[config.mk]
export PLATFORM = sky130hd
export DESIGN_NAME = omega_statistic_max_top
export DESIGN_NICKNAME = d
export VERILOG_FILES = /design/src/design/omsm_pkg.sv /design/src/design/omsm_prep.sv /design/src/design/omsm_div.sv /design/src/design/omega_statistic_max_top.sv
export SDC_FILE = /design/constraint.sdc
export NUM_CORES = 2
export LEC_CHECK = 0
export ABC_AREA = 1
export BUFFER_PORTS_ARGS = -buffer_cell sky130_fd_sc_hd__buf_2
export CAP_MARGIN = 20
export CORE_UTILIZATION = 60
export CTS_CLUSTER_SIZE = 10
export DETAILED_ROUTE_END_ITERATION = 10
export PLACE_DENSITY_LB_ADDON = 0.15
export SETUP_SLACK_MARGIN = 0.15
export SYNTH_ARGS = -nofsm -noshare
export SYNTH_HDL_FRONTEND = slang
export SYNTH_SLANG_ARGS = --single-unit
[constraint.sdc]
create_clock -name clk -period 12.15 [get_ports clk]
set_clock_uncertainty 0.1 [all_clocks]
set_input_delay 2.43 -clock clk [delete_from_list [all_inputs] [get_ports clk]]
set_output_delay 2.43 -clock clk [all_outputs]
set_load 0.02 [all_outputs]
[src/design/omsm_pkg.sv]
// shared types and constants for the omega statistic block
// no dependencies
package omsm_pkg;

    localparam int FRAC_BITS_DEF = 16;
    localparam int EPS_W         = 16;
    localparam int IN_DATA_W     = 96;
    localparam int OUT_DATA_W    = 64;
    localparam int SUM_W         = 25;
    localparam int NUM_W         = 41;
    localparam int DEN_W         = 49;
    localparam int Q_W           = 32;
    localparam int MAX_W         = 31;

    typedef struct packed {
        logic [NUM_W-1:0] num;
        logic [DEN_W-1:0] den;
        logic             divz;
        logic             neg;
    } prep_t;

    typedef struct packed {
        logic [Q_W-1:0]   omega;
        logic [MAX_W-1:0] pos_val;
        logic             positive;
        logic             sat;
    } res_t;

endpackage

[src/design/omsm_prep.sv]
// operand preparation: sums, site products, signed denominator, numerator
// depends on omsm_pkg
module omsm_prep (
    input  logic                  clk,
    input  logic                  rst_n,
    input  logic                  start,
    input  logic [7:0]            left_sites,
    input  logic [7:0]            right_sites,
    input  logic [23:0]           left_sum,
    input  logic [23:0]           right_sum,
    input  logic [31:0]           cross_sum,
    input  logic [15:0]           epsilon,
    output logic                  prep_valid,
    output omsm_pkg::prep_t       prep
);
    import omsm_pkg::*;

    logic [3:0]       vld_reg;
    logic [SUM_W-1:0] s1_reg, s2_reg;
    logic [15:0]      mm1_reg, nn1_reg, mn1_reg;
    logic [31:0]      c1_reg, c2_reg;
    logic [15:0]      p2_reg, p3_reg;
    logic [31:0]      emn2_reg;
    logic [NUM_W-1:0] num2_reg, num3_reg;
    logic             mnz2_reg, mnz3_reg;
    logic [33:0]      d3_reg;
    logic [32:0]      absd;
    prep_t            out_reg;

    assign absd = d3_reg[33] ? 33'(~d3_reg + 34'd1) : d3_reg[32:0];

    always_ff @(posedge clk or negedge rst_n)
    begin
        if (!rst_n)
        begin
            vld_reg <= '0;
        end
        else
        begin
            vld_reg <= {vld_reg[2:0], start};
        end
    end

    always_ff @(posedge clk)
    begin
        s1_reg   <= {1'b0, left_sum} + {1'b0, right_sum};
        mm1_reg  <= {8'd0, left_sites} * ({8'd0, left_sites} - 16'd1);
        nn1_reg  <= {8'd0, right_sites} * ({8'd0, right_sites} - 16'd1);
        mn1_reg  <= {8'd0, left_sites} * {8'd0, right_sites};
        c1_reg   <= cross_sum;

        p2_reg   <= {1'b0, mm1_reg[15:1]} + {1'b0, nn1_reg[15:1]};
        emn2_reg <= {16'd0, epsilon} * {16'd0, mn1_reg};
        num2_reg <= NUM_W'(s1_reg) * NUM_W'(mn1_reg);
        mnz2_reg <= (mn1_reg == 16'd0);
        s2_reg   <= s1_reg;
        c2_reg   <= c1_reg;

        d3_reg   <= {2'b00, c2_reg} + {2'b00, emn2_reg} - {9'd0, s2_reg};
        p3_reg   <= p2_reg;
        num3_reg <= num2_reg;
        mnz3_reg <= mnz2_reg;

        out_reg.num  <= num3_reg;
        out_reg.den  <= DEN_W'(p3_reg) * DEN_W'(absd);
        out_reg.neg  <= d3_reg[33];
        out_reg.divz <= (p3_reg == 16'd0) | mnz3_reg | (d3_reg == 34'd0);
    end

    assign prep_valid = vld_reg[3];
    assign prep       = out_reg;

endmodule

[src/design/omsm_div.sv]
// bit-serial restoring divider with saturation and sign handling
// depends on omsm_pkg
module omsm_div #(
    parameter int FRAC_BITS = omsm_pkg::FRAC_BITS_DEF
) (
    input  logic            clk,
    input  logic            rst_n,
    input  logic            start,
    input  omsm_pkg::prep_t prep,
    output logic            done,
    output omsm_pkg::res_t  res
);
    import omsm_pkg::*;

    localparam int DVD_W = NUM_W + FRAC_BITS;
    localparam int R_W   = DEN_W + 1;
    localparam logic [4:0] CNT_MAX = 5'(Q_W - 1);

    typedef enum logic [1:0] {D_IDLE, D_RUN, D_FIN} dstate_t;

    dstate_t          state_reg;
    logic             done_reg;
    res_t             res_reg;
    logic [R_W-1:0]   r_reg, r_next, rs, den_ext, hi_ext;
    logic [Q_W-1:0]   lo_reg, q_reg, mag, neg_omega, pos_omega;
    logic [DEN_W-1:0] den_reg;
    logic [4:0]       cnt_reg;
    logic             big_reg, neg_reg, ge, pos_sat, neg_over;
    logic [DVD_W-1:0] dvd;

    assign dvd     = {prep.num, {FRAC_BITS{1'b0}}};
    assign hi_ext  = R_W'(dvd[DVD_W-1:Q_W]);
    assign den_ext = {1'b0, den_reg};
    assign rs      = {r_reg[R_W-2:0], lo_reg[Q_W-1]};
    assign ge      = (rs >= den_ext);
    assign r_next  = ge ? (rs - den_ext) : rs;

    assign pos_sat   = big_reg | q_reg[Q_W-1];
    assign pos_omega = pos_sat ? 32'h7FFF_FFFF : q_reg;
    assign neg_over  = big_reg | (q_reg[Q_W-1] & (|q_reg[Q_W-2:0]));
    assign mag       = neg_over ? 32'h8000_0000 : q_reg;
    assign neg_omega = (~mag) + 32'd1;

    always_ff @(posedge clk or negedge rst_n)
    begin
        if (!rst_n)
        begin
            state_reg <= D_IDLE;
            done_reg  <= 1'b0;
        end
        else
        begin
            done_reg <= 1'b0;
            case (state_reg)
                D_IDLE:
                begin
                    if (start)
                    begin
                        if (prep.divz)
                        begin
                            res_reg.omega    <= 32'h7FFF_FFFF;
                            res_reg.pos_val  <= '1;
                            res_reg.positive <= 1'b1;
                            res_reg.sat      <= 1'b1;
                            done_reg         <= 1'b1;
                        end
                        else
                        begin
                            r_reg     <= hi_ext;
                            lo_reg    <= dvd[Q_W-1:0];
                            den_reg   <= prep.den;
                            big_reg   <= (hi_ext >= {1'b0, prep.den});
                            neg_reg   <= prep.neg;
                            cnt_reg   <= '0;
                            state_reg <= D_RUN;
                        end
                    end
                end
                D_RUN:
                begin
                    r_reg   <= r_next;
                    lo_reg  <= {lo_reg[Q_W-2:0], 1'b0};
                    q_reg   <= {q_reg[Q_W-2:0], ge};
                    cnt_reg <= cnt_reg + 5'd1;
                    if (cnt_reg == CNT_MAX)
                    begin
                        state_reg <= D_FIN;
                    end
                end
                D_FIN:
                begin
                    if (neg_reg)
                    begin
                        res_reg.omega    <= neg_omega;
                        res_reg.pos_val  <= '0;
                        res_reg.positive <= 1'b0;
                        res_reg.sat      <= neg_over;
                    end
                    else
                    begin
                        res_reg.omega    <= pos_omega;
                        res_reg.pos_val  <= pos_omega[MAX_W-1:0];
                        res_reg.positive <= 1'b1;
                        res_reg.sat      <= pos_sat;
                    end
                    done_reg  <= 1'b1;
                    state_reg <= D_IDLE;
                end
                default:
                begin
                    state_reg <= D_IDLE;
                end
            endcase
        end
    end

    assign done = done_reg;
    assign res  = res_reg;

endmodule

[src/design/omega_statistic_max_top.sv]
// throughput: one request at a time; a division by zero skips the 32-step
// bit-serial divider; the next request is taken once the result moves into the
// output register, even while that result waits
// reset: asynchronous active low, clears handshake state and running max,
// epsilon returns to round(0.01 * 2^FRAC_BITS)
module omega_statistic_max_top #(
    parameter int FRAC_BITS = omsm_pkg::FRAC_BITS_DEF
) (
    input  logic                            clk,
    input  logic                            rst_n,
    input  logic                            s_axis_tvalid,
    output logic                            s_axis_tready,
    // left_sites, right_sites, left_sum, right_sum, cross_sum
    input  logic [omsm_pkg::IN_DATA_W-1:0]  s_axis_tdata,
    input  logic                            s_axis_tlast,
    output logic                            m_axis_tvalid,
    input  logic                            m_axis_tready,
    // omega, running_max, saturated
    output logic [omsm_pkg::OUT_DATA_W-1:0] m_axis_tdata,
    output logic                            m_axis_tlast,
    input  logic                            cfg_valid,
    output logic                            cfg_ready,
    input  logic [omsm_pkg::EPS_W-1:0]      cfg_data
);
    import omsm_pkg::*;

    localparam int EPS_RAW = ((1 << FRAC_BITS) + 50) / 100;
    localparam logic [EPS_W-1:0] EPS_RESET = EPS_W'(EPS_RAW > 65535 ? 65535 : EPS_RAW);

    logic [EPS_W-1:0] eps_reg;
    logic             busy_reg, pend_reg, last_reg;
    logic             ovalid_reg, olast_reg, osat_reg;
    logic [Q_W-1:0]   omega_reg;
    logic [MAX_W-1:0] rmax_reg, max_reg, new_max;
    logic             accept, prep_valid, div_done, load;
    prep_t            prep;
    res_t             res;

    assign accept        = s_axis_tvalid & s_axis_tready;
    assign s_axis_tready = ~busy_reg;
    assign cfg_ready     = 1'b1;
    assign load          = pend_reg & (~ovalid_reg | m_axis_tready);
    assign new_max       = (res.positive && (res.pos_val > max_reg)) ? res.pos_val : max_reg;

    omsm_prep u_prep (
        .clk         (clk),
        .rst_n       (rst_n),
        .start       (accept),
        .left_sites  (s_axis_tdata[7:0]),
        .right_sites (s_axis_tdata[15:8]),
        .left_sum    (s_axis_tdata[39:16]),
        .right_sum   (s_axis_tdata[63:40]),
        .cross_sum   (s_axis_tdata[95:64]),
        .epsilon     (eps_reg),
        .prep_valid  (prep_valid),
        .prep        (prep)
    );

    omsm_div #(
        .FRAC_BITS (FRAC_BITS)
    ) u_div (
        .clk   (clk),
        .rst_n (rst_n),
        .start (prep_valid),
        .prep  (prep),
        .done  (div_done),
        .res   (res)
    );

    always_ff @(posedge clk or negedge rst_n)
    begin
        if (!rst_n)
        begin
            eps_reg    <= EPS_RESET;
            busy_reg   <= 1'b0;
            pend_reg   <= 1'b0;
            ovalid_reg <= 1'b0;
            max_reg    <= '0;
        end
        else
        begin
            if (cfg_valid)
            begin
                eps_reg <= cfg_data;
            end
            if (accept)
            begin
                busy_reg <= 1'b1;
            end
            if (div_done)
            begin
                pend_reg <= 1'b1;
            end
            if (load)
            begin
                pend_reg   <= 1'b0;
                busy_reg   <= 1'b0;
                ovalid_reg <= 1'b1;
                max_reg    <= last_reg ? '0 : new_max;
            end
            else if (m_axis_tready)
            begin
                ovalid_reg <= 1'b0;
            end
        end
    end

    always_ff @(posedge clk)
    begin
        if (accept)
        begin
            last_reg <= s_axis_tlast;
        end
        if (load)
        begin
            omega_reg <= res.omega;
            rmax_reg  <= new_max;
            osat_reg  <= res.sat;
            olast_reg <= last_reg;
        end
    end

    assign m_axis_tvalid = ovalid_reg;
    assign m_axis_tdata  = {osat_reg, rmax_reg, omega_reg};
    assign m_axis_tlast  = olast_reg;

endmodule

==> results.md <==
- Number of CTS-inserted buffers: 93
- DIE WIDTH: 369 um
- Final HPWL DP: around 180000 um
- Register area share after synthesis: roughly 23%
- Clock Tree Root: clkbuf_16
- CTS Sinks: 775
- Initial Util: 60.4%
- CP required: 12.65 ns
- # resized after CTS: 0
- Starting DRT DRC Count: 4821
- Max-cap violations: 0
- Vias in the first global route: 65366
- Drt drc: 0
- Total Routing Usage GR: 33.3%
- Htree depth: 3
- Syn Inst Count: 9849
- Clk_lat worst skew: 0.74 ns
- CP Launch Type: flip-flop
- FMAX: 0.122 GHz
- Hold_buf cts: 0
- Worst stage delay on the critical path: 0.65 ns
- CP Data Arrival Time: 8.70 ns
- Reg clk slew, reported paths: 0.06 ns
- Multi-input logic area: 52400 sq um
- Setup TNS Final: 0 ns
- Number of synthesized flops with an enable pin: roughly 280
- Die footprint: 136000 sq um
- Final ANT Viol Nets: 0
- Layout fillers: 11488
- Share of layout cells above drive strength 1: 4.61%
- Reg area: 18700 sq um
- Synth Warn #: 0
- Port bufs: 184
- Worst reg2reg setup slack: slightly below 4 ns
- TritonCTS clock tree: yes
- Asr flop ratio synth: under 10%
- Placer congestion estimate: 0.997
- Outcome: completed
- Final period util: roughly two thirds
- FP Rows: 134
- Worst slew margin: 20.9%
- Post-synthesis register bit count: 775
- Worst setup path class: reg2reg
- Worst Max-Slew Pin Slew: 1.18 ns
- Unrepaired setup endpoints after global routing: false
- Initial antenna violation count: 1
- DIE HEIGHT: 369 um
- Post-synthesis cell type count: 66
- Final setup vio count: 0
- Synthesized area per cell: 8.19 sq um
- GRT overflow: 0
- Area growth syn-to-layout: 6.53%
- Dominant synthesized flop cell: dfxtp_1
- Final net count: 11751
- CORE AREA: 133000 sq um
- Number of setup buffers added after CTS: 0
- Vias per cell: 5.43
- Max FFs per register: 92
- Hold crit path type: reg2reg
- Slowest-stage cell, CP: xor2_1
- WL per Instance: around 19 um
- Num ports: 186
- Final-report hold violation count: 0
- Clock Tree Buf Depth: 3
- CP Capture Type: flip-flop
- First-pass GRT wire length: 354000 um
- Slew Limit Fails: 0
- Largest net degree at the start of global routing: 85
- Crit-path max FO: 18
- Routed WL: around 220000 um
- 1st-pass router iterations: 8
- Via count: about 64000
- Synth Cell Area: 80600 sq um
- Crit path time final: 8.20 ns
## cell usage in the layout (no fill, tap or decap), drive strengths merged, types with 6 or more instances in the layout
cell type  instances
inv             2217
buf              247
dfxtp            434
o31ai             17
clkinv            29
a21o              34
nor2             764
a21boi            14
nor4              36
o41ai             10
xnor2             97
o21bai            33
dfstp              6
nand3b            47
nand3            264
a21oi            371
a31oi             41
edfxtp           284
nor3              60
xor2             179
clkbuf           140
fa              1101
dfrtp             51
o21ai            320
o211ai            10
conb              19
nand2           2300
mux2              16
o21a              19
and2              35
nand4             66
or2               11
ha               645
## metrics by stage
step                      instance area (sq um)  worst slack [ns]  instances  hold WS, ns  utilization [%]
final                                     85900              3.95      11720        0.219             64.4
after global routing                      85900              3.41      11716        0.224             64.4
after CTS                                 85900              4.07      11715        0.222             64.3
after detailed placement                  83000              4.09      11559        0.212             62.2
after global placement                    83000              4.29      11559        0.210             62.2
after floorplan                           80700              4.20       9866        0.210                -
## Yosys cell counts (10+ instances only)
cell type	n	area share, %
clkinv_1	18	0.084
a21o_1	34	0.32
inv_2	16	0.074
nor4_1	35	0.27
o21bai_1	32	0.30
and2_1	35	0.27
mux2_2	16	0.22
a31oi_1	41	0.32
xnor2_1	97	1.1
a21oi_1	369	2.3
buf_2	14	0.087
or2_2	10	0.078
ha_1	645	10
a21boi_0	12	0.11
o41ai_1	10	0.11
nand2_1	2297	11
clkbuf_1	285	1.3
o21ai_0	297	1.8
o21a_1	19	0.18
edfxtp_1	284	11
dfxtp_1	434	11
nand3_1	257	1.6
o211ai_1	10	0.093
inv_1	2199	10
nor3_1	56	0.35
dfrtp_1	51	1.6
nand3b_1	47	0.44
o31ai_1	16	0.15
buf_6	10	0.14
o21ai_1	20	0.12
nor2_1	753	3.5
nand4_1	64	0.50
fa_1	1101	27
xor2_1	179	1.9
## critical path, delay by kind of cell, from the launching register on
| family | cells | cell delay, ns |
|---|---|---|
| buffers and inverters | 5 | 0.56 |
| and+or+nand+nor | 10 | 1.30 |
| AOI/OAI and AO/OA | 4 | 1.35 |
| adders and majority gates | 8 | 3.54 |
| DFF | 1 | 0.56 |
| xor gates and xnor gates | 1 | 0.65 |
## kinds of logic (layout without fill, tap and decap cells)
logic type                 count (synthesis)  in the layout  synth area share, %
xor gates and xnor gates                 276            276                 3.00
muxes                                     16             16                0.223
buffers and inverters                   2554           2636                 12.0
adders and majority gates               1746           1746                 37.3
DFF                                      775            775                 23.1
other                                      2             23              0.00931
AOI/OAI and AO/OA                        892            892                 6.19
and+or+nand+nor                         3588           3588                 18.1
## layout make-up
| class | instances | share of cell area [%] |
|---|---|---|
| antenna | 4 | 0.0117 |
| clock buffer | 140 | 3.00 |
| clock inverter | 16 | 0.329 |
| inverter | 2233 | 9.76 |
| multi-input combinational | 6537 | 61.0 |
| sequential | 775 | 21.7 |
| tap | 1768 | 2.58 |
| timing repair buffer | 247 | 1.63 |
## layer usage
metal,wire length [um],up-vias,track usage (%)
met3,16900,482,5.58
met4,8680,0,12.4
met5,0,-,0
met1,92600,30897,44.1
met2,104000,2400,54.9
li1,-,29855,-
## path summary, 6_finish.rpt
check,startpoint,endpoint,cells after the start
max,u_prep.d3_reg[0],u_prep.prep[38],28
min,u_prep.num3_reg[5],u_prep.prep[56],0
max reg2reg,u_prep.d3_reg[0],u_prep.prep[38],28
min reg2reg,u_prep.num3_reg[5],u_prep.prep[56],0
max in group asynchronous,rst_n,max_reg[20],3
min in group asynchronous,rst_n,max_reg[27],2
Power is not shown: default switching activity piles up to over one toggle a cycle in this logic, so the estimate is an artifact.
